[src/design/glet_pkg.sv]
package glet_pkg;

  // Frame geometry limits and the widths that follow from them.
  localparam int MAX_WIDTH  = 2048;
  localparam int MAX_HEIGHT = 4096;
  localparam int COL_W      = $clog2(MAX_WIDTH);
  localparam int ROW_W      = $clog2(MAX_HEIGHT);

  // Register and field widths.
  localparam int PIX_W     = 8;
  localparam int FW_W      = 12;
  localparam int FH_W      = 13;
  localparam int THR_W     = 11;
  localparam int CFG_W     = 13;
  localparam int CFG_IDX_W = 2;
  localparam int LAP_W     = 12;

  localparam logic [FW_W-1:0]         FW_RST  = 12'd640;
  localparam logic [FH_W-1:0]         FH_RST  = 13'd480;
  localparam logic signed [THR_W-1:0] THR_RST = 11'sd25;

  // Fixed-point luma weights, scaled by 256.
  localparam int GRAY_WR = 77;
  localparam int GRAY_WG = 150;
  localparam int GRAY_WB = 29;

  // Result queue.
  localparam int FIFO_DEPTH = 8;
  localparam int FIFO_AW    = $clog2(FIFO_DEPTH);
  localparam int FIFO_CW    = $clog2(FIFO_DEPTH + 1);

  typedef enum logic [CFG_IDX_W-1:0] {
    CFG_WIDTH  = 2'd0,
    CFG_HEIGHT = 2'd1,
    CFG_THRESH = 2'd2
  } cfg_idx_e;

  // Per-item decode that travels with an item down the pipeline.
  typedef struct packed {
    logic drain;
    logic emit;
    logic has_a;
    logic left_a_mid;
    logic has_b;
    logic left_b_mid;
    logic up_mid;
  } item_ctl_t;

  typedef struct packed {
    logic [PIX_W-1:0] top;
    logic [PIX_W-1:0] mid;
    logic [PIX_W-1:0] bot;
  } column_t;

  typedef struct packed {
    logic edge_res;
    logic row_end;
    logic frame_end;
    logic last_in_run;
  } result_t;

endpackage

[src/design/glet_ctrl.sv]
module glet_ctrl
  import glet_pkg::*;
(
  input  logic                    clk_i,
  input  logic                    rst_ni,
  input  logic                    cfg_we_i,
  input  logic [CFG_IDX_W-1:0]    cfg_idx_i,
  input  logic [CFG_W-1:0]        cfg_wdata_i,
  input  logic                    accept_i,
  input  logic                    kind_i,
  input  logic [PIX_W-1:0]        red_i,
  input  logic [PIX_W-1:0]        green_i,
  input  logic [PIX_W-1:0]        blue_i,
  output logic [COL_W-1:0]        addr_o,
  output logic                    wr_o,
  output logic [PIX_W-1:0]        gray_o,
  output item_ctl_t               ctl_o,
  output logic signed [THR_W-1:0] thr_o
);

  logic [FW_W-1:0]         fw_q;
  logic [FH_W-1:0]         fh_q;
  logic signed [THR_W-1:0] thr_q;

  logic [COL_W-1:0] col_q, col_d;
  logic [COL_W-1:0] drain_q, drain_d;
  logic [ROW_W-1:0] row_q, row_d;

  logic [COL_W-1:0]   wm1;
  logic [ROW_W-1:0]   hm1;
  logic [COL_W-1:0]   cur;
  logic               row_last;
  logic [2*PIX_W-1:0] gsum;

  always_ff @(posedge clk_i or negedge rst_ni) begin
    if (!rst_ni) begin
      fw_q  <= FW_RST;
      fh_q  <= FH_RST;
      thr_q <= THR_RST;
    end else if (cfg_we_i) begin
      unique case (cfg_idx_e'(cfg_idx_i))
        CFG_WIDTH:  fw_q  <= cfg_wdata_i[FW_W-1:0];
        CFG_HEIGHT: fh_q  <= cfg_wdata_i[FH_W-1:0];
        CFG_THRESH: thr_q <= $signed(cfg_wdata_i[THR_W-1:0]);
        default: ;
      endcase
    end
  end

  // Effective width and height minus one, clamped to the supported range.
  always_comb begin
    if (fw_q == '0) begin
      wm1 = '0;
    end else if (int'(fw_q) > MAX_WIDTH) begin
      wm1 = COL_W'(MAX_WIDTH - 1);
    end else begin
      wm1 = COL_W'(fw_q - FW_W'(1));
    end
    if (fh_q == '0) begin
      hm1 = '0;
    end else if (int'(fh_q) > MAX_HEIGHT) begin
      hm1 = ROW_W'(MAX_HEIGHT - 1);
    end else begin
      hm1 = ROW_W'(fh_q - FH_W'(1));
    end
  end

  assign gsum = ({8'd0, red_i}   * 16'(GRAY_WR))
              + ({8'd0, green_i} * 16'(GRAY_WG))
              + ({8'd0, blue_i}  * 16'(GRAY_WB));

  always_comb begin
    cur      = kind_i ? drain_q : col_q;
    row_last = (cur >= wm1);

    ctl_o.drain      = kind_i;
    ctl_o.emit       = kind_i || (row_q != '0);
    ctl_o.has_a      = (cur != '0);
    ctl_o.left_a_mid = (cur == COL_W'(1));
    ctl_o.has_b      = row_last;
    ctl_o.left_b_mid = (cur != '0);
    ctl_o.up_mid     = kind_i ? (hm1 == '0) : (row_q == ROW_W'(1));

    col_d   = col_q;
    row_d   = row_q;
    drain_d = drain_q;
    if (accept_i) begin
      if (kind_i) begin
        drain_d = row_last ? '0 : COL_W'(cur + COL_W'(1));
      end else if (row_last) begin
        col_d = '0;
        row_d = (row_q >= hm1) ? '0 : ROW_W'(row_q + ROW_W'(1));
      end else begin
        col_d = COL_W'(cur + COL_W'(1));
      end
    end
  end

  always_ff @(posedge clk_i or negedge rst_ni) begin
    if (!rst_ni) begin
      col_q   <= '0;
      row_q   <= '0;
      drain_q <= '0;
    end else begin
      col_q   <= col_d;
      row_q   <= row_d;
      drain_q <= drain_d;
    end
  end

  assign addr_o = cur;
  assign wr_o   = !kind_i;
  assign gray_o = gsum[2*PIX_W-1:PIX_W];
  assign thr_o  = thr_q;

endmodule

[config.mk]
export PLATFORM = sky130hd
export DESIGN_NAME = glet_ctrl
export DESIGN_NICKNAME = d
export VERILOG_FILES = /design/src/design/glet_pkg.sv /design/src/design/glet_ctrl.sv
export SDC_FILE = /design/constraint.sdc
export NUM_CORES = 1
export LEC_CHECK = 0
export BUFFER_PORTS_ARGS = -buffer_cell sky130_fd_sc_hd__buf_2
export CAP_MARGIN = 20
export CORE_MARGIN = 10
export CORE_UTILIZATION = 55
export DETAILED_ROUTE_END_ITERATION = 10
export PLACE_DENSITY = 0.78
export SYNTH_ARGS = -nofsm -noshare
export SYNTH_HDL_FRONTEND = slang
export SYNTH_SLANG_ARGS = --single-unit
[constraint.sdc]
create_clock -name clk_i -period 6.5 [get_ports clk_i]
set_input_delay 0.325 -clock clk_i [delete_from_list [all_inputs] [get_ports clk_i]]
set_output_delay 0.325 -clock clk_i [all_outputs]
set_load 0.1 [all_outputs]
==> out/qor.yml, run 1 <==
final_layout:
  syn_to_final_growth_pct: 18.7
  multi_input_area_um2: 5700
  final_nets: 1108
  final_util_pct: 66.0
  diodes: 0
  final-seq-area_um2: 1760
  drive_gt1_share_pct: 24.1
  fillCellCount: 1058
worst_setup_path:
  path_delay_family: "adder cells"
  worstPathArrival_ns: 6.05
  worstPathCellList: "buf_8 > ha_4 > ha_4 > inv_2 > fa_1 > inv_2 > fa_1 > ha_4 > buf_4 > a21oi_4 > xnor2_1 > ha_1 > fa_1 > inv_1 > fa_1 > fa_1 > inv_2 > ha_4 > and3_4 > a221oi_4 > a21o_4 > nand2_2 > o311ai_4 > buf_12"
  critPathCaptureType: "output pin"
  slowest_delay_ns: 0.55
  cp_max_fo: 4
  crit_type: "primary input to output pin"
  crit_slowest_cell: "fa_1"
  crit_buf_inv: 7
  critPathLaunchType: "primary input"
  worstPathRequired_ns: 6.17
  crit_top_cell: "fa_1"
floorplanning:
  core_um2: 13800
  num_io_pins: 82
  die-area_um2: 19000
  fp.dieW_um: 138
  die_h_um: 138
  std_cell_rows: 43
  start_util_pct: 55.6
drt:
  routed_wl_um: 18000
  first_iter_violations: 337
  wl_per_cell_um: 16.7
  num_vias: 6119
  first_pass_iters: 5
  ant_nets: 0
  avgViaCountPerCell: 5.68
  drc: 0
place:
  post-place-ws_ns: -0.0985
  dp_hpwl_um: 13900
  gp_congestion: 0.896
  port_buffers: 81
run_status:
  status: "completed"
synth:
  ys_types: 66
  yosysWarnings: 0
  yosys_register_bits: 70
  syn_nets: 1018
  synth_enable_flop_cells: 0
  netlist_instances: 803
  synth_area_um2: 7660
  async_flop_share_pct: 100
  synth_area_per_cell_um2: 9.54
  ys_seq_area_share_pct: 23.0
  synthFlopType: "dfrtp_1"
sta:
  skew_ns: 0.0152
  setup_viol: 0
  tightest_slew_ns: 1.05
  rsz0062_at_grt: "yes"
  tns_ns: 0
  hold_viol: 0
  fmax_ghz: 0.157
  layout_setup_ws_ns: 0.128
  report.final.slew_viol_count: 0
  whs_ns: 0.174
  period_needed_ns: 6.37
  maxSlewHeadroom_pct: 29.8
  period_share_pct: 98.0
job:
  maxCapViolations: 0
cts:
  tritoncts: "yes"
  clkSinkCount: 70
  clk_pin_slew_ns: 0.07
  clk_latency_ns: 0.34
  clock_path_buffers: 2
  cts-root-buf: "clkbuf_16"
  cts_buffers: 9
  htree_num_levels: 3
global_route:
  grt-ovfl-total: 0
  grt_max_degree: 71
  track_usage_pct: 18.2
  antenna_found_initial: 0
  grt_pass1_vias: 6223
  grt_pass1_wl_um: 30100
min_path:
  hold_class: "primary input to asynchronous set/reset pin"
[final timing paths]
check | from | to | slack (ns) | cells after the start
setup / recovery | green_i[4] | gray_o[6] | 0.13 | 24
hold / removal | rst_ni | thr_o[2]$_DFFE_PN0P_ | 0.17 | 2
setup reg to reg | fw_q[2]$_DFFE_PN0P_ | drain_q[3]$_DFFE_PN0P_ | 2.30 | 14
min in group clk_i | cfg_wdata_i[12] | fh_q[12]$_DFFE_PN0P_ | 0.22 | 2
hold reg to reg | col_q[9]$_DFFE_PN0P_ | col_q[9]$_DFFE_PN0P_ | 0.48 | 2
max in group asynchronous | rst_ni | fh_q[9]$_DFFE_PN0P_ | 5.74 | 2
[synth_stat cells, types with 4 or more instances]
cell type	instances	share of area, %
mux2i_1	9	1.2
clkbuf_1	8	0.39
dfrtp_1	61	20
xnor2_1	20	2.3
o21bai_1	4	0.39
o22ai_1	9	0.73
nand2b_1	4	0.33
a41oi_1	5	0.57
nand3_1	19	1.2
and3_1	5	0.41
mux2_2	36	5.3
a31oi_1	8	0.65
nor4_1	6	0.49
dfstp_2	9	3.1
ha_1	116	19
buf_4	4	0.39
a21oi_1	35	2.3
o21a_1	6	0.59
nand4_1	13	1.1
nand3b_1	6	0.59
nor2_1	28	1.4
o21ai_1	16	1.0
nor3b_1	5	0.49
xor2_1	12	1.4
o21ai_0	26	1.7
fa_1	55	14
a211oi_1	12	1.2
nor3_1	18	1.2
nand2_1	70	3.4
a21o_1	6	0.59
inv_1	116	5.7
[timing repair]
action | CTS | global route
buffers inserted | 2 | 2
endpoints found under the setup margin | 5 | 6
gates resized for setup | 13 | 25
hold buffers | 0 | 0
pin swaps | 17 | 30
[cell families (layout without fill, tap and decap cells)]
family | after synthesis | in the layout | synth area share [%]
buffers and inverters | 137 | 232 | 7.19
muxes | 45 | 45 | 6.47
DFF | 70 | 70 | 23.0
and+or+nand+nor | 195 | 195 | 13.0
AOI/OAI and AO/OA | 151 | 151 | 13.1
xor gates and xnor gates | 32 | 32 | 3.66
adders and majority gates | 173 | 173 | 33.6
[sequential cells by signal, summed over array words and instances, names as in the netlist]
| signal | count |
|---|---|
| fw_q | 12 |
| thr_o | 11 |
| row_q | 12 |
| fh_q | 13 |
| col_q | 11 |
| drain_q | 11 |
[layout make-up]
type / instances / area share, %
Sequential cell: 70 / 19.4
Timing Repair Buffer: 99 / 7.48
Clock inverter: 7 / 0.674
Clock buffer: 9 / 2.48
Multi-Input combinational cell: 596 / 62.6
Tap cell: 180 / 2.48
Inverter: 117 / 4.88
[layer usage]
layer	share of wire, %	wire [um]	track usage [%]	vias to the layer above
met5	0	0	0	-
met4	1.4	245	4.05	0
met3	4.8	861	3.66	20
met2	50	8950	30.9	179
met1	44	7920	23.4	2940
li1	-	-	-	2980
[layout by cell type, fill, tap and decap left out, types with 4 or more instances in the layout]
cell and count:
mux2i_1 9, o21a_1 6, xnor2_4 4, o21ai_1 17, nor2_1 27, nor3_1 18, xnor2_1 15, o22ai_1 9
dfstp_2 9, and3_1 4, a211oi_1 12, inv_1 110, buf_4 17, nand2b_1 4, nor4_1 6, nand3_1 18
dfrtp_1 61, nand4_1 13, fa_1 54, a31oi_1 7, ha_4 10, inv_2 5, mux2_2 36, o21ai_0 24
nor3b_1 4, buf_2 71, buf_12 8, clkbuf_16 9, a21oi_1 31, ha_1 106, a41oi_1 5, nand3b_1 6
a21o_1 5, xor2_1 11, nand2_1 69
[worst reg2reg max path, cell delays in order (launching register included)]
cell and delay, ns:
dfrtp_1 0.45, nor4_2 0.45, nand3b_1 0.19, nor3_1 0.55, nand2_1 0.27, a21oi_1 0.22, ha_1 0.27, a21oi_1 0.14
o21a_1 0.16, o31ai_2 0.08, a311oi_4 0.50, buf_4 0.35, inv_4 0.10, a211o_1 0.25, o21ai_1 0.12
[through the flow]
stage / instances / cell area (um^2)
after global routing: 1078 / 9090
final: 1078 / 9090
after CTS: 1076 / 8950
after floorplan: 803 / 7820
after global placement: 1058 / 8570
after detailed placement: 1058 / 8570
Power of run 1 is left out: the tool's default activity adds up to more than one toggle a clock period on the data nets, which glitch-free logic cannot reach.
==> run 2, diff against run 1 <==
CORE_MARGIN = unset   (was 10)
==> out/qor.yml, run 2 (same netlist as run 1, synthesis figures left out) <==
cts:
  clk_pin_slew_ns: 0.06  # was 0.07 ns
  hold_buffers: 0  # unchanged
  clk_latency_ns: 0.34  # about the same
  tritoncts: "yes"  # unchanged
  htree_num_levels: 3  # unchanged
  cts-root-buf: "clkbuf_16"  # unchanged
  cts_buffers: 9  # unchanged
  clkSinkCount: 70  # unchanged
  clock_path_buffers: 2  # unchanged
floorplanning:
  fp.dieW_um: 120  # was 138 um
  start_util_pct: 57.2  # was 55.6%
  die-area_um2: 14400  # was 19000 um^2
  num_io_pins: 82  # unchanged
  core_um2: 13400  # was 13800 um^2
  std_cell_rows: 42  # was 43
  die_h_um: 120  # was 138 um
sta:
  period_needed_ns: 6.41  # was 6.37 ns
  tightest_slew_ns: 1.01  # was 1.05 ns
  report.final.slew_viol_count: 0  # unchanged
  period_share_pct: 98.6  # was 98.0%
  whs_ns: 0.191  # was 0.174 ns
  skew_ns: 0.00817  # was 0.0152 ns
  fmax_ghz: 0.156  # was 0.157 GHz
  maxSlewHeadroom_pct: 32.8  # was 29.8%
  setup_viol: 0  # unchanged
  rsz0062_at_grt: "yes"  # unchanged
  hold_viol: 0  # unchanged
job:
  maxCapViolations: 0  # unchanged
min_path:
  hold_class: "primary input to asynchronous set/reset pin"  # unchanged
drt:
  routed-wl-met3_um: 729  # was 861 um
  first_pass_iters: 5  # unchanged
  wl_per_cell_um: 15.6  # was 16.7 um
  top_layer_used: "met4"  # unchanged
  drc: 0  # unchanged
  routed_wl_um: 16700  # was 18000 um
  avgViaCountPerCell: 5.67  # was 5.68
  ant_nets: 0  # unchanged
  first_iter_violations: 343  # was 337
  met1_length_um: 7450  # was 7920 um
  num_vias: 6091  # was 6119
  dr_wl_met2_um: 8330  # was 8950 um
place:
  post-place-cells: 1053  # was 1058
  gp_congestion: 0.915  # was 0.896
  dp_hpwl_um: 13000  # was 13900 um
  port_buffers: 81  # unchanged
final_layout:
  final_util_pct: 67.7  # was 66.0%
  final_nets: 1108  # unchanged
  top_register: "fh_q"  # unchanged
  drive_gt1_share_pct: 23.9  # was 24.1%
  syn_to_final_growth_pct: 18.4  # was 18.7%
  largest_reg_flops: 13  # unchanged
  diodes: 0  # unchanged
  finalNonFillerCells: 1074  # was 1078
  final_cell_mix: "inv_1, ha_1, buf_2, nand2_1, dfrtp_1"  # unchanged
  top_regs: "fh_q (13), fw_q (12), row_q (12)"  # unchanged
  final_common_cell: "inv_1"  # unchanged
worst_setup_path:
  r2r-end: "col_q[3]$_DFFE_PN0P_"  # was drain_q[3]$_DFFE_PN0P_
  r2r_start: "fw_q[2]$_DFFE_PN0P_"  # unchanged
  worstPathCellList: "buf_8 > ha_4 > ha_4 > inv_2 > fa_1 > inv_2 > fa_1 > ha_4 > xnor2_4 > fa_2 > fa_1 > inv_2 > fa_1 > inv_1 > fa_1 > ha_4 > a21o_1 > a221oi_4 > a21o_1 > nand2_2 > buf_6 > xnor2_4 > buf_12"  # was buf_8 > ha_4 > ha_4 > inv_2 > fa_1 > inv_2 > fa_1 > ha_4 > buf_4 > a21oi_4 > xnor2_1 > ha_1 > fa_1 > inv_1 > fa_1 > fa_1 > inv_2 > ha_4 > and3_4 > a221oi_4 > a21o_4 > nand2_2 > o311ai_4 > buf_12
  crit_type: "primary input to output pin"  # unchanged
  slowest_delay_ns: 0.53  # was 0.55 ns
  rrSetupSlack_ns: 2.49  # was 2.30 ns
  crit_slowest_cell: "fa_1"  # unchanged
  cp_max_fo: 4  # unchanged
  critPathLaunchType: "primary input"  # unchanged
  worstPathArrival_ns: 6.08  # was 6.05 ns
  crit_top_cell: "fa_1"  # unchanged
  worstPathRequired_ns: 6.17  # about the same
  critPathCaptureType: "output pin"  # unchanged
  r2r_cells: 14  # unchanged
global_route:
  grt_max_degree: 71  # unchanged
  track_usage_pct: 24.3  # was 18.2%
  grt-ovfl-total: 0  # unchanged
  antenna_found_initial: 0  # unchanged
  grt_pass1_wl_um: 28400  # was 30100 um
  grt_pass1_vias: 6034  # was 6223
run_status:
  status: "completed"  # unchanged
-- run 2: cell type report --
class / instances / area (um^2)
fillers: 1021 / 4330
inverters: 117 / 444
well taps: 176 / 220
clock buffers: 9 / 225
multi-input cells: 596 / 5690
flip-flops and latches: 70 / 1760
clock inverters: 7 / 62.6
repair buffers: 99 / 666
-- run 2: how the worst max path moves through the flow --
stage / from / end / slack, ns / cells after the start
2_1_floorplan: green_i[4] / gray_o[6] / -0.17 / 20
3_3_place_gp: green_i[4] / gray_o[7] / -0.06 / 22
3_5_place_dp: green_i[4] / gray_o[7] / -0.08 / 22
4_1_cts: green_i[4] / gray_o[6] / 0.01 / 23
5_1_grt: green_i[5] / gray_o[5] / -0.16 / 23
6_report: green_i[6] / gray_o[5] / 0.09 / 23
-- run 2: critical path, delay by kind of cell --
kind,cells,cell delay [ns]
compound gates,3,0.75
buf+inv,7,0.60
simple gates,1,0.10
xor+xnor,2,0.30
fa+ha+maj,10,4.03
-- run 2: through the flow --
step | TNS, ns | setup slack, ns | area, um^2
6_report | 0 | 0.0903 | 9070
5_1_grt | -0.503 | -0.155 | 9070
4_1_cts | 0 | 0.0143 | 8920
3_5_place_dp | -0.188 | -0.0848 | 8540
3_3_place_gp | -0.136 | -0.0580 | 8540
2_1_floorplan | -0.168 | -0.168 | 7820
-- run 2: timing repair --
action,in CTS,in global routing
buffers inserted,1,3
gates resized for setup,14,21
setup endpoints to repair,3,6
pin swaps,15,28
-- run 2: routing by layer --
| metal | global-route usage (%) | vias up |
|---|---|---|
| li1 | - | 2989 |
| met1 | 33.4 | 2930 |
| met2 | 40.6 | 150 |
| met3 | 3.99 | 22 |
| met4 | 4.45 | 0 |
| met5 | 0 | - |
Power of run 2 is left out for the same reason.
