**src/design/glet_pkg.sv**
```systemverilog
package glet_pkg;

  // Frame geometry limits and the widths that follow from them.
  localparam int MAX_WIDTH  = 2048;
  localparam int MAX_HEIGHT = 4096;
  localparam int COL_W      = $clog2(MAX_WIDTH);
  localparam int ROW_W      = $clog2(MAX_HEIGHT);

  // Register and field widths.
  localparam int PIX_W     = 8;
  localparam int FW_W      = 12;
  localparam int FH_W      = 13;
  localparam int THR_W     = 11;
  localparam int CFG_W     = 13;
  localparam int CFG_IDX_W = 2;
  localparam int LAP_W     = 12;

  localparam logic [FW_W-1:0]         FW_RST  = 12'd640;
  localparam logic [FH_W-1:0]         FH_RST  = 13'd480;
  localparam logic signed [THR_W-1:0] THR_RST = 11'sd25;

  // Fixed-point luma weights, scaled by 256.
  localparam int GRAY_WR = 77;
  localparam int GRAY_WG = 150;
  localparam int GRAY_WB = 29;

  // Result queue.
  localparam int FIFO_DEPTH = 8;
  localparam int FIFO_AW    = $clog2(FIFO_DEPTH);
  localparam int FIFO_CW    = $clog2(FIFO_DEPTH + 1);

  typedef enum logic [CFG_IDX_W-1:0] {
    CFG_WIDTH  = 2'd0,
    CFG_HEIGHT = 2'd1,
    CFG_THRESH = 2'd2
  } cfg_idx_e;

  // Per-item decode that travels with an item down the pipeline.
  typedef struct packed {
    logic drain;
    logic emit;
    logic has_a;
    logic left_a_mid;
    logic has_b;
    logic left_b_mid;
    logic up_mid;
  } item_ctl_t;

  typedef struct packed {
    logic [PIX_W-1:0] top;
    logic [PIX_W-1:0] mid;
    logic [PIX_W-1:0] bot;
  } column_t;

  typedef struct packed {
    logic edge_res;
    logic row_end;
    logic frame_end;
    logic last_in_run;
  } result_t;

endpackage

```
**src/design/glet_window.sv**
```systemverilog
module glet_window
  import glet_pkg::*;
(
  input  logic                    clk_i,
  input  logic                    rst_ni,
  input  logic                    accept_i,
  input  item_ctl_t               ctl_i,
  input  logic                    col_valid_i,
  input  column_t                 col_i,
  input  logic signed [THR_W-1:0] thr_i,
  output logic                    s2_valid_o,
  output logic                    push_a_o,
  output result_t                 res_a_o,
  output logic                    push_b_o,
  output result_t                 res_b_o
);

  logic [PIX_W-1:0] win_q [3][3];
  item_ctl_t        ctl_s1_q, ctl_s2_q;
  logic             s2_valid_q;

  function automatic logic lap_exceeds(
    input logic [PIX_W-1:0]        c,
    input logic [PIX_W-1:0]        u,
    input logic [PIX_W-1:0]        d,
    input logic [PIX_W-1:0]        l,
    input logic [PIX_W-1:0]        r,
    input logic signed [THR_W-1:0] thr
  );
    logic signed [LAP_W-1:0] s;
    logic signed [LAP_W-1:0] t;
    s = $signed({2'b00, c, 2'b00}) - $signed({4'b0000, u}) - $signed({4'b0000, d})
      - $signed({4'b0000, l}) - $signed({4'b0000, r});
    t = LAP_W'(thr);
    return s > t;
  endfunction

  always_ff @(posedge clk_i) begin
    if (accept_i) begin
      ctl_s1_q <= ctl_i;
    end
    if (col_valid_i) begin
      ctl_s2_q <= ctl_s1_q;
    end
  end

  always_ff @(posedge clk_i or negedge rst_ni) begin
    if (!rst_ni) begin
      s2_valid_q <= 1'b0;
      for (int r = 0; r < 3; r++) begin
        for (int k = 0; k < 3; k++) begin
          win_q[r][k] <= '0;
        end
      end
    end else begin
      s2_valid_q <= col_valid_i;
      if (col_valid_i) begin
        for (int r = 0; r < 3; r++) begin
          win_q[r][0] <= win_q[r][1];
          win_q[r][1] <= win_q[r][2];
        end
        win_q[0][2] <= col_i.top;
        win_q[1][2] <= col_i.mid;
        win_q[2][2] <= col_i.bot;
      end
    end
  end

  // The up, down and left neighbors fall back to the center row at borders.
  always_comb begin
    res_a_o.edge_res = lap_exceeds(
      win_q[1][1],
      ctl_s2_q.up_mid     ? win_q[1][1] : win_q[0][1],
      ctl_s2_q.drain      ? win_q[1][1] : win_q[2][1],
      ctl_s2_q.left_a_mid ? win_q[1][1] : win_q[1][0],
      win_q[1][2], thr_i);
    res_a_o.row_end     = 1'b0;
    res_a_o.frame_end   = 1'b0;
    res_a_o.last_in_run = !ctl_s2_q.has_b;

    res_b_o.edge_res = lap_exceeds(
      win_q[1][2],
      ctl_s2_q.up_mid     ? win_q[1][2] : win_q[0][2],
      ctl_s2_q.drain      ? win_q[1][2] : win_q[2][2],
      ctl_s2_q.left_b_mid ? win_q[1][1] : win_q[1][2],
      win_q[1][2], thr_i);
    res_b_o.row_end     = 1'b1;
    res_b_o.frame_end   = ctl_s2_q.drain;
    res_b_o.last_in_run = 1'b1;
  end

  assign s2_valid_o = s2_valid_q;
  assign push_a_o   = s2_valid_q && ctl_s2_q.emit && ctl_s2_q.has_a;
  assign push_b_o   = s2_valid_q && ctl_s2_q.emit && ctl_s2_q.has_b;

endmodule

```
**config.mk**
```make
export PLATFORM = sky130hd
export DESIGN_NAME = glet_window
export DESIGN_NICKNAME = d
export VERILOG_FILES = /design/src/design/glet_pkg.sv /design/src/design/glet_window.sv
export SDC_FILE = /design/constraint.sdc
export NUM_CORES = 1
export LEC_CHECK = 0
export BUFFER_PORTS_ARGS = -buffer_cell sky130_fd_sc_hd__buf_2
export CAP_MARGIN = 20
export CORE_UTILIZATION = 33
export CTS_CLUSTER_SIZE = 14
export DETAILED_ROUTE_END_ITERATION = 6
export PLACE_DENSITY = 0.46
export SLEW_MARGIN = 20
export SYNTH_ARGS = -nofsm -noshare
export SYNTH_HDL_FRONTEND = slang
export SYNTH_SLANG_ARGS = --single-unit
```
**constraint.sdc**
```tcl
create_clock -name clk_i -period 13.5 [get_ports clk_i]
set_clock_uncertainty 0.05 [all_clocks]
set_input_delay 2.7 -clock clk_i [delete_from_list [all_inputs] [get_ports clk_i]]
set_output_delay 2.7 -clock clk_i [all_outputs]
set_load 0.005 [all_outputs]
```
==> results of run 1 <==
==> worst reg2reg max path, stage by stage (launching register included) <==
cell and delay (ps):
sky130_fd_sc_hd__dfrtp_1 550, sky130_fd_sc_hd__inv_1 210, sky130_fd_sc_hd__o21ai_0 200
==> stage by stage <==
stage	power [mW]	area (sq um)
after global placement	1.566	6626
after detailed placement	1.598	6626
after floorplan	1.281	6172
after CTS	1.856	6937
after global routing	2.064	6937
final	1.837	6937
==> sequential cells by signal, summed over array words and instances, names as in the netlist <==
register and cells:
ctl_s2_q 6, win_q 56, ctl_s1_q 7, s2_valid_o 1
res_b_o 1
==> path summary, 6_finish.rpt <==
kind	slack, ps	cells after the start	end	start
setup reg to reg	12410	2	win_q[24]	win_q[24]
max in group asynchronous	10440	2	win_q[38]	rst_ni
hold reg to reg	370	0	ctl_s2_q[5]	ctl_s1_q[5]
hold / removal	370	0	ctl_s2_q[5]	ctl_s1_q[5]
min in group asynchronous	2440	2	s2_valid_o	rst_ni
setup / recovery	4800	24	res_b_o[3]	ctl_s2_q[0]
==> power by group through the flow <==
stage	Combinational, mW	Clock [mW]	Sequential, mW
after floorplan	1.02	0	0.262
after global placement	1.29	0	0.279
after detailed placement	1.32	0	0.280
after CTS	1.33	0.254	0.275
after global routing	1.52	0.262	0.280
final	1.32	0.245	0.275
==> cell usage after synthesis (5+ instances only) <==
master                     count
sky130_fd_sc_hd__edfxtp_1     14
sky130_fd_sc_hd__clkbuf_1     14
sky130_fd_sc_hd__fa_1         30
sky130_fd_sc_hd__a21o_1       15
sky130_fd_sc_hd__mux2_2       56
sky130_fd_sc_hd__xnor2_1      24
sky130_fd_sc_hd__a21oi_1      24
sky130_fd_sc_hd__nand2_1      22
sky130_fd_sc_hd__nor2_1       23
sky130_fd_sc_hd__o21ai_1       6
sky130_fd_sc_hd__inv_1        88
sky130_fd_sc_hd__o21ai_0      22
sky130_fd_sc_hd__a211oi_1      5
sky130_fd_sc_hd__nor2b_1       5
sky130_fd_sc_hd__mux2i_1      45
sky130_fd_sc_hd__nand4_1       7
sky130_fd_sc_hd__ha_1         64
sky130_fd_sc_hd__xor2_1       11
sky130_fd_sc_hd__dfrtp_1      57
sky130_fd_sc_hd__buf_4         5
==> cell families after synthesis <==
logic type               share of synthesized area [%]
AO/OA/AOI/OAI                                    10.96
other                                           0.1218
adder cells (fa/ha/maj)                          22.73
multiplexers                                     17.76
flip-flops                                       29.96
buffers and inverters                            7.286
AND/OR/NAND/NOR                                  6.211
XOR/XNOR                                         4.973
==> cell type report <==
class	count	area, sq um
inverter	89	334.1
multi-input combinational	416	3876
tap	229	286.5
timing repair buffer	55	282.8
fill	1800	11210
clock inverter	7	85.08
clock buffer	9	225.2
sequential	71	1847
==> cell usage in the layout, fill, tap and decap left out, drive strengths merged, types with 3 or more instances in the layout <==
master	n
nand3	3
dfrtp	57
fa	30
a31oi	4
mux2	56
ha	64
and3	3
o21ai	28
xor2	11
a21oi	24
clkbuf	9
nor2b	5
inv	93
o21a	4
a211oi	5
conb	4
o31ai	3
nor2	23
nand2	22
a21o	16
a311oi	3
nand4	7
xnor2	24
edfxtp	14
buf	55
nand2b	4
mux2i	46
==> routing by layer <==
layer	share of wire, %	vias up	wire [um]
met5	0	-	0
met4	1.2	0	162
met3	2.5	10	332
met2	43	74	5789
met1	53	1994	7184
li1	-	2154	-
==> flow_summary.rst, run 1 <==
.. list-table::
   :header-rows: 1

   * - Metric
     - Value
   * - Antenna diodes
     - 0
   * - Pin count of the biggest net entering global routing
     - 72
   * - Average vias per placed instance
     - 4.831
   * - Cts-stage hold buffer count
     - 0
   * - Post-layout instance count excluding filler cells
     - 876
   * - Proportion of register bits with asynchronous set or reset after synthesis
     - 80.28%
   * - Proportion of power drawn by combinational gates
     - 71.7%
   * - Routability congestion estimate from global placement
     - 0.8073
   * - Final Routed Wirelength
     - 13470 um
   * - Sink count of the clock tree
     - 71
   * - Buffers inserted by post-CTS timing repair
     - 0
   * - Arrival time at the worst endpoint
     - 5950 ps
   * - Number of endpoints failing setup at the final stage
     - 0
   * - Vias in the first global route
     - 4505
   * - Fraction of final layout cells sized beyond drive strength 1
     - 20.40%
   * - Vias after detailed routing
     - 4232
   * - Core utilization of the finished layout
     - 38.22%
   * - Post-Synthesis Cells
     - 597
   * - RSZ-0062 raised after global routing
     - no
   * - Capturing element type of the critical path
     - primary output
   * - Total die area
     - 0.01923 sq mm
   * - Number of instances in the placed design
     - 860
   * - Router iterations before antenna repair
     - 6
   * - Number of antenna violations at the first check in global routing
     - 0
   * - Number of nets in the final layout
     - 782
   * - Ranking of synthesized cells by area
     - sky130_fd_sc_hd__dfrtp_1, sky130_fd_sc_hd__ha_1, sky130_fd_sc_hd__mux2_2
   * - Psw
     - 0.8553 mW
   * - Run status
     - finished, violations left
   * - Cell row count
     - 49
   * - Max-capacitance violation count
     - 0
   * - Avg Inst Size Synth
     - 10.33 sq um
   * - Family with the most delay on the worst path
     - compound AO/OA/AOI/OAI gates
   * - Post-synth top area share
     - 23.14%
   * - Clock input transition at the sequential cells of the worst setup and hold paths
     - 60 ps
   * - Total power divided by cell area
     - 264.8 mW/mm^2
   * - Peak per-stage delay on the critical path
     - 480 ps
   * - VDD IR max
     - 0.00009108 V
   * - Crit-path most repeated cell
     - sky130_fd_sc_hd__ha_1
   * - Warnings from Yosys
     - 0
   * - Relative slew margins
     - 38.19%
   * - Worst skew pair latency
     - 340 ps
   * - Worst-case clock buffer depth
     - 2
   * - Overall die width
     - 138.7 um
   * - Global routing's busiest layer
     - met2
   * - Fin crit share
     - 64.42%
   * - Internal power contribution
     - 0.9813 mW
   * - Cell leakage power
     - 3.357 nW
   * - Share of power burned in registers
     - 15.0%
   * - Cell-by-cell trace of the critical path
     - buf_4, mux2i_1, ha_1, nor4b_1, a311oi_1, a21oi_1, a21o_1, a21oi_1, xor2_1, fa_1, inv_1, ha_1, a31oi_1, o21ai_0, a31oi_1, o21ai_1, xnor2_1, ha_1, nand4_1, a211oi_1, a311oi_1, o2111ai_1, o211a_1, buf_2
   * - Crit path buffers/inverters
     - 3
   * - Number of synthesized flops with an enable pin
     - 14
   * - Die extent in y
     - 138.7 um
   * - Maximum frequency from static timing analysis
     - 115.0 MHz
   * - Tot GR Track Use
     - 15.19%
   * - Fin worst setup slack
     - 4804 ps
   * - Number of slew-limit violations in the final report
     - 0
   * - Post-Synthesis Cell Area
     - 0.006165 sq mm
   * - Initial Util
     - 33.97%
   * - Required time reported for the critical path endpoint
     - 10750 ps
   * - Switching Share
     - 46.57%
   * - Clock power share
     - 13.4%
   * - Classification of the worst setup path
     - flip-flop to primary output
   * - Number of failing hold endpoints at the final stage
     - 0
   * - Remaining global-route overflow
     - 0
   * - Clock buffers created by TritonCTS
     - 9
   * - Setup TNS
     - 0 ps
   * - Root buffer cell
     - sky130_fd_sc_hd__clkbuf_16
   * - Maximum fanout along the worst path
     - 22
   * - Routing usage on met3
     - 2.141%
   * - Cell taking the most area after synthesis
     - sky130_fd_sc_hd__dfrtp_1
   * - Distinct cell type count of the synthesized netlist
     - 54
   * - CTS resizes
     - 0
   * - Ys flop type
     - sky130_fd_sc_hd__dfrtp_1
   * - Slowest-stage cell, CP
     - sky130_fd_sc_hd__fa_1
   * - DR DRC count
     - 10
   * - CTS H-tree lvls
     - 3
   * - Number of top-level pins
     - 57
   * - Fraction of met1 tracks used by global routing
     - 21.89%
   * - Grt met2 use
     - 23.46%
   * - Detailed-route wire length per cell
     - 15.38 um
   * - Startpoint type of the worst setup path
     - flip-flop
   * - I/O Buffers
     - 52
   * - Layout overhead on the synthesized area
     - 12.52%
   * - Number of synthesized register bits
     - 71
   * - TritonCTS clock tree
     - built
   * - Final HPWL from detailed placement
     - 10880 um
   * - CORE AREA
     - 0.01815 sq mm
   * - Worst slack at placement
     - 5144 ps
   * - Failing checks
     - design-rule violations
   * - Seq/Total Area, Yosys
     - 29.96%
   * - Post-route ant nets
     - 0
   * - Hold WS
     - 372.1 ps
   * - Final Critical Period
     - 8696 ps
   * - Hold Path Class
     - flip-flop to flip-flop
   * - Transition time of the tightest slew-check pin
     - 927.2 ps
   * - Initial detailed-routing violation count
     - 214
   * - First-pass GRT wire length
     - 23270 um
No activity file was read; power rests on OpenSTA's default activity.
==> inputs of run 2 (changes only) <==
==> constraint.sdc (replaced) <==
create_clock -name clk_i -period 9.05 [get_ports clk_i]
set_clock_uncertainty 0.05 [all_clocks]
set_input_delay 1.81 -clock clk_i [delete_from_list [all_inputs] [get_ports clk_i]]
set_output_delay 1.81 -clock clk_i [all_outputs]
set_load 0.005 [all_outputs]
==> run 2 against run 1 <==
The flow still finishes with violations (design-rule violations). Final area rose by 0.25%. Clock power rose by 60%. First-iteration DRC count fell by 27%. Total power rose by 51%. Combinational power rose by 48%. Sequential share of layout area fell by 0.067 points. Die area did not move. Critical path depth did not move. Flip-flop and latch count did not move. Routed wire length rose by 1.5%. Critical endpoint unchanged. Largest power group unchanged.
==> flow_summary.rst, run 2 (synthesis gave the netlist of run 1 again) <==
.. list-table::
   :header-rows: 1

   * - Metric
     - Value
   * - Required time reported for the critical path endpoint
     - 7190 ps
   * - Most frequent cells in the layout
     - sky130_fd_sc_hd__inv_1, sky130_fd_sc_hd__ha_1, sky130_fd_sc_hd__dfrtp_1, sky130_fd_sc_hd__mux2_2, sky130_fd_sc_hd__buf_2
   * - Run status
     - finished, violations left
   * - TritonCTS clock tree
     - built
   * - Clock input transition at the sequential cells of the worst setup and hold paths
     - 60 ps
   * - Average vias per placed instance
     - 4.886
   * - Detailed-route wire length per cell
     - 15.61 um
   * - Antenna diodes
     - 0
   * - Cell row count
     - 49
   * - Number of slew-limit violations in the final report
     - 0
   * - Clock buffers created by TritonCTS
     - 9
   * - Post-route ant nets
     - 0
   * - Layout overhead on the synthesized area
     - 12.81%
   * - Pin count of the biggest net entering global routing
     - 72
   * - Start point of the worst hold path
     - ctl_s1_q[5]
   * - DR DRC count
     - 10
   * - Maximum frequency from static timing analysis
     - 124.2 MHz
   * - Relative slew margins
     - 31.28%
   * - Remaining global-route overflow
     - 0
   * - Number of failing hold endpoints at the final stage
     - 0
   * - Startpoint of the worst register-to-register path
     - win_q[24]
   * - Classification of the worst setup path
     - flip-flop to primary output
   * - Worst reg2reg path endpoint
     - win_q[24]
   * - Failing checks
     - design-rule violations
   * - Worst Hold End
     - ctl_s2_q[5]
   * - Final HPWL from detailed placement
     - 10940 um
   * - CTS H-tree lvls
     - 3
   * - Worst Hold Path Cells
     - 0
   * - Cell leakage power
     - 3.368 nW
   * - Number of nets in the final layout
     - 782
   * - Family with the most delay on the worst path
     - compound AO/OA/AOI/OAI gates
   * - Crit-path most repeated cell
     - sky130_fd_sc_hd__ha_1
   * - Most common library cell in the layout ignoring fill and taps
     - sky130_fd_sc_hd__inv_1
   * - Core utilization of the finished layout
     - 38.32%
   * - RSZ-0062 raised after global routing
     - no
   * - Overall die width
     - 138.7 um
   * - Initial detailed-routing violation count
     - 157
   * - Vias in the first global route
     - 4573
   * - Buffers inserted by post-CTS timing repair
     - 0
   * - Transition time of the tightest slew-check pin
     - 1031 ps
   * - Worst-case clock buffer depth
     - 2
   * - Final Critical Period
     - 8050 ps
   * - Crit path buffers/inverters
     - 3
   * - Maximum fanout along the worst path
     - 13
   * - Fraction of final layout cells sized beyond drive strength 1
     - 20.40%
   * - Worst Reg2Reg Path Length in Cells
     - 2
   * - Worst slack at placement
     - 1419 ps
   * - Hold WS
     - 367.3 ps
   * - Max reg flops
     - 56
   * - Fin worst setup slack
     - 999.6 ps
   * - Peak per-stage delay on the critical path
     - 660 ps
   * - Tot GR Track Use
     - 15.00%
   * - Number of stages on the worst setup path
     - 24
   * - Register with the most flip-flops
     - win_q
   * - Slowest-stage cell, CP
     - sky130_fd_sc_hd__edfxtp_1
   * - Vias after detailed routing
     - 4280
   * - Top Registers
     - win_q: 56 flops, ctl_s1_q: 7 flops, ctl_s2_q: 6 flops
   * - Root buffer cell
     - sky130_fd_sc_hd__clkbuf_16
   * - Total die area
     - 0.01923 sq mm
   * - Capturing element type of the critical path
     - primary output
   * - Die extent in y
     - 138.7 um
   * - CORE AREA
     - 0.01815 sq mm
   * - Routability congestion estimate from global placement
     - 0.8196
   * - Startpoint type of the worst setup path
     - flip-flop
   * - CTS resizes
     - 0
   * - Total power divided by cell area
     - 397.8 mW/mm^2
   * - Initial Util
     - 33.97%
   * - Sink count of the clock tree
     - 71
   * - Sum of internal, switching and leakage power
     - 2.767 mW
   * - Max-capacitance violation count
     - 0
   * - Hold Path Class
     - flip-flop to flip-flop
   * - Number of endpoints failing setup at the final stage
     - 0
   * - Cell-by-cell trace of the critical path
     - buf_4, mux2i_1, ha_1, nor4b_1, a311oi_1, a21oi_1, a21o_1, a21oi_1, xor2_1, fa_1, inv_1, ha_1, a31oi_1, o21ai_0, a31oi_1, o21ai_1, xnor2_1, ha_1, nand4_1, a211oi_1, a311oi_1, o2111ai_1, o211a_1, buf_2
   * - FF-to-FF setup slack
     - 7960 ps
   * - Number of antenna violations at the first check in global routing
     - 0
   * - Number of top-level pins
     - 57
   * - Worst skew pair latency
     - 340 ps
   * - Final Routed Wirelength
     - 13680 um
   * - I/O Buffers
     - 52
   * - Cts-stage hold buffer count
     - 0
   * - Arrival time at the worst endpoint
     - 6190 ps
   * - First-pass GRT wire length
     - 23130 um
   * - VDD IR max
     - 0.0001556 V
   * - Setup TNS
     - 0 ps
   * - # fillers
     - 1817
   * - Router iterations before antenna repair
     - 6
   * - Fin crit share
     - 88.95%
-- run 2: cell types whose count changed in the layout (fill, tap and decap cells not counted) --
cell | before | now
sky130_fd_sc_hd__bufinv_16 | 1 | 2
sky130_fd_sc_hd__inv_6 | 2 | 3
sky130_fd_sc_hd__clkinvlp_4 | 2 | 1
sky130_fd_sc_hd__inv_8 | 2 | 0
sky130_fd_sc_hd__clkinv_4 | 0 | 1
-- run 2: layout make-up --
type | count | area, sq um | area share (%)
clock buffers | 9 | 225.2 | 3.239
clock inverters | 7 | 102.6 | 1.475
inverters | 89 | 334.1 | 4.804
multi-input cells | 416 | 3876 | 55.74
flip-flops and latches | 71 | 1847 | 26.56
well taps | 229 | 286.5 | 4.120
repair buffers | 55 | 282.8 | 4.066
-- run 2: layer usage --
| layer | part of all wire, % | vias to the layer above | track usage, % |
|---|---|---|---|
| met5 | 0 | - | 0 |
| met4 | 0.88 | 0 | 3.918 |
| met3 | 2.4 | 6 | 1.968 |
| met2 | 45 | 56 | 24.50 |
| met1 | 52 | 2075 | 20.92 |
| li1 | - | 2143 | - |
-- run 2: worst max-delay path by stage --
stage / to / slack, ps / startpoint
global placement: res_b_o[3] / 1660 / ctl_s2_q[0]
finish: res_b_o[3] / 1000 / ctl_s2_q[0]
global route: res_b_o[3] / 480 / ctl_s2_q[0]
CTS: res_b_o[3] / 1020 / ctl_s2_q[0]
detailed placement: res_b_o[3] / 1420 / ctl_s2_q[0]
floorplan: res_b_o[3] / 1890 / ctl_s2_q[0]
-- run 2: stage by stage --
stage          area (sq um)  cells
2_1_floorplan          6172    599
3_3_place_gp           6626    860
3_5_place_dp           6626    860
4_1_cts                6954    876
5_1_grt                6954    876
6_report               6954    876
-- run 2: power breakdown --
| part | switching [mW] | internal [mW] | total (mW) |
|---|---|---|---|
| registers | 0.0466 | 0.365 | 0.411 |
| logic | 1.09 | 0.878 | 1.96 |
| clock network | 0.146 | 0.245 | 0.391 |
==> inputs of run 3 (changes only) <==
--- a/config.mk
+++ b/config.mk
@@ -10,7 +10,6 @@
 export CORE_UTILIZATION = 33
 export CTS_CLUSTER_SIZE = 14
 export DETAILED_ROUTE_END_ITERATION = 6
-export PLACE_DENSITY = 0.46
 export SLEW_MARGIN = 20
 export SYNTH_ARGS = -nofsm -noshare
 export SYNTH_HDL_FRONTEND = slang
==> run 3 against run 2 <==
The run still ends with design-rule violations left. Total power fell by 1.3%. Clock power rose by 1%. Global-route usage fell by 1.2 points. Maximum frequency rose by 4.5%. Non-clock buffer count did not move. Routed wire length fell by 8.1%. Cell count did not move. Critical endpoint unchanged. Hold slack improved by 0.79 ps. Via count fell by 0.77%.
==> flow_summary.rst, run 3 (synthesis gave the netlist of run 1 again) <==
.. list-table::
   :header-rows: 1

   * - Metric
     - Value
   * - Run status
     - finished, violations left
   * - Failing checks
     - design-rule violations
   * - Family with the most delay on the worst path
     - compound AO/OA/AOI/OAI gates
   * - Maximum fanout along the worst path
     - 22
   * - CTS H-tree lvls
     - 3
   * - Endpoint of the worst setup timing path
     - res_b_o[3]
   * - Initial detailed-routing violation count
     - 220
   * - Multi-input gate area in the final layout
     - 0.003876 sq mm
   * - Cell leakage power
     - 3.377 nW
   * - RSZ-0062 raised after global routing
     - no
   * - Setup TNS
     - 0 ps
   * - Internal power contribution
     - 1.485 mW
   * - Most frequent cells in the layout
     - sky130_fd_sc_hd__inv_1, sky130_fd_sc_hd__ha_1, sky130_fd_sc_hd__dfrtp_1, sky130_fd_sc_hd__mux2_2, sky130_fd_sc_hd__buf_2
   * - Startpoint type of the worst setup path
     - flip-flop
   * - Capturing element type of the critical path
     - primary output
   * - Arrival time at the worst endpoint
     - 5850 ps
   * - Number of endpoints failing setup at the final stage
     - 0
   * - # fillers
     - 1815
   * - Worst skew pair latency
     - 330 ps
   * - Clock power share
     - 14.5%
   * - Number of slew-limit violations in the final report
     - 0
   * - Max reg flops
     - 56
   * - Cell row count
     - 49
   * - Total die area
     - 0.01923 sq mm
   * - Total power divided by cell area
     - 392.1 mW/mm^2
   * - Fin crit share
     - 85.15%
   * - Clock input transition at the sequential cells of the worst setup and hold paths
     - 60 ps
   * - Antenna diodes
     - 0
   * - Number of top-level pins
     - 57
   * - Worst reg2reg path endpoint
     - win_q[33]
   * - Psw
     - 1.245 mW
   * - Required time reported for the critical path endpoint
     - 7190 ps
   * - Vias in the first global route
     - 4191
   * - Overall die width
     - 138.7 um
   * - Root buffer cell
     - sky130_fd_sc_hd__clkbuf_16
   * - FF-to-FF setup slack
     - 7950 ps
   * - Worst setup path startpoint
     - ctl_s2_q[0]
   * - VDD IR max
     - 0.0001654 V
   * - TritonCTS clock tree
     - built
   * - Pin count of the biggest net entering global routing
     - 72
   * - Cell-by-cell trace of the critical path
     - buf_4, mux2i_1, ha_1, nor4b_1, a311oi_1, a21oi_1, a21o_1, a21oi_1, xor2_1, fa_1, inv_1, ha_1, a31oi_1, o21ai_0, a31oi_1, o21ai_1, xnor2_1, ha_1, nand4_1, a211oi_1, a311oi_1, o2111ai_1, o211a_1, buf_2
   * - Startpoint of the worst register-to-register path
     - win_q[25]
   * - Top Registers
     - win_q: 56 flops, ctl_s1_q: 7 flops, ctl_s2_q: 6 flops
   * - Relative slew margins
     - 34.55%
   * - Number of antenna violations at the first check in global routing
     - 0
   * - Final Critical Period
     - 7706 ps
   * - Tot GR Track Use
     - 13.75%
   * - Routability congestion estimate from global placement
     - 0.8203
   * - Peak per-stage delay on the critical path
     - 450 ps
   * - Vias after detailed routing
     - 4247
   * - Initial Util
     - 33.97%
   * - Worst-case clock buffer depth
     - 2
   * - Die extent in y
     - 138.7 um
   * - Detailed-route wire length per cell
     - 14.34 um
   * - Maximum frequency from static timing analysis
     - 129.8 MHz
   * - I/O Buffers
     - 52
   * - Remaining global-route overflow
     - 0
   * - Classification of the worst setup path
     - flip-flop to primary output
   * - Proportion of power drawn by combinational gates
     - 70.5%
   * - CTS resizes
     - 0
   * - Final HPWL from detailed placement
     - 10100 um
   * - Total placed instance area
     - 0.006626 sq mm
   * - Final Routed Wirelength
     - 12560 um
   * - Number of nets in the final layout
     - 782
   * - Sequential cell area
     - 0.001847 sq mm
   * - Switching Share
     - 45.60%
   * - Sum of internal, switching and leakage power
     - 2.730 mW
   * - Crit path buffers/inverters
     - 3
   * - Cts-stage hold buffer count
     - 0
   * - Router iterations before antenna repair
     - 6
   * - Worst Reg2Reg Path Length in Cells
     - 1
   * - Final instance area
     - 0.006963 sq mm
   * - Post-route ant nets
     - 0
   * - Number of failing hold endpoints at the final stage
     - 0
   * - Post-layout instance count excluding filler cells
     - 876
   * - Hold Path Class
     - flip-flop to flip-flop
   * - Number of stages on the worst setup path
     - 24
   * - Number of instances in the placed design
     - 860
   * - Layout overhead on the synthesized area
     - 12.95%
   * - Slowest-stage cell, CP
     - sky130_fd_sc_hd__fa_1
   * - Hold WS
     - 368.1 ps
   * - Buffers inserted by post-CTS timing repair
     - 0
   * - DR DRC count
     - 8
   * - Share of power burned in registers
     - 15.0%
   * - Crit-path most repeated cell
     - sky130_fd_sc_hd__ha_1
   * - Fraction of final layout cells sized beyond drive strength 1
     - 20.40%
   * - Max-capacitance violation count
     - 0
   * - Register with the most flip-flops
     - win_q
   * - Transition time of the tightest slew-check pin
     - 981.8 ps
   * - Sink count of the clock tree
     - 71
   * - CORE AREA
     - 0.01815 sq mm
   * - First-pass GRT wire length
     - 21250 um
   * - Clock buffers created by TritonCTS
     - 9
   * - Most common library cell in the layout ignoring fill and taps
     - sky130_fd_sc_hd__inv_1
   * - Average vias per placed instance
     - 4.848
## run 3: changes by cell type in the layout (fill, tap and decap cells not counted), sizes merged
cell	before	now
inv	92	94
clkinv	1	0
clkinvlp	1	0
## run 3: how the worst min path moves through the flow
stage / start / to / depth (start not counted)
after floorplan: ctl_s1_q[0] / ctl_s2_q[0] / 0
after global placement: ctl_s1_q[6] / res_b_o[1] / 0
after detailed placement: ctl_s1_q[6] / res_b_o[1] / 0
after CTS: ctl_s1_q[6] / res_b_o[1] / 0
after global routing: ctl_s1_q[3] / ctl_s2_q[3] / 0
final: ctl_s1_q[6] / res_b_o[1] / 0
## run 3: final cells by class
class	instances	area share (%)
tap	229	4.115
multi-input combinational	416	55.67
timing repair buffer	55	4.061
clock buffer	9	3.235
clock inverter	7	1.599
inverter	89	4.798
sequential	71	26.52
## run 3: layer usage
layer  vias to the layer above  track usage [%]  part of all wire, %
met5                         -                0                    0
met4                         0            3.860                  1.0
met3                        10            2.072                  3.0
met2                        69            20.76                   43
met1                      2020            20.31                   53
li1                       2148                -                    -
## run 3: per-stage QoR
stage,worst slack (ps),utilization (%)
after floorplan,1888,-
final,1344,38.37
after CTS,1322,38.37
after detailed placement,1694,36.51
after global routing,953.3,38.37
after global placement,1763,36.51
## run 3: power groups by stage
stage	registers, mW	logic, mW	clock network, mW
finish	0.409	1.93	0.395
floorplan	0.391	1.52	0
global route	0.416	2.21	0.421
CTS	0.410	1.94	0.408
detailed placement	0.416	1.93	0
global placement	0.415	1.92	0
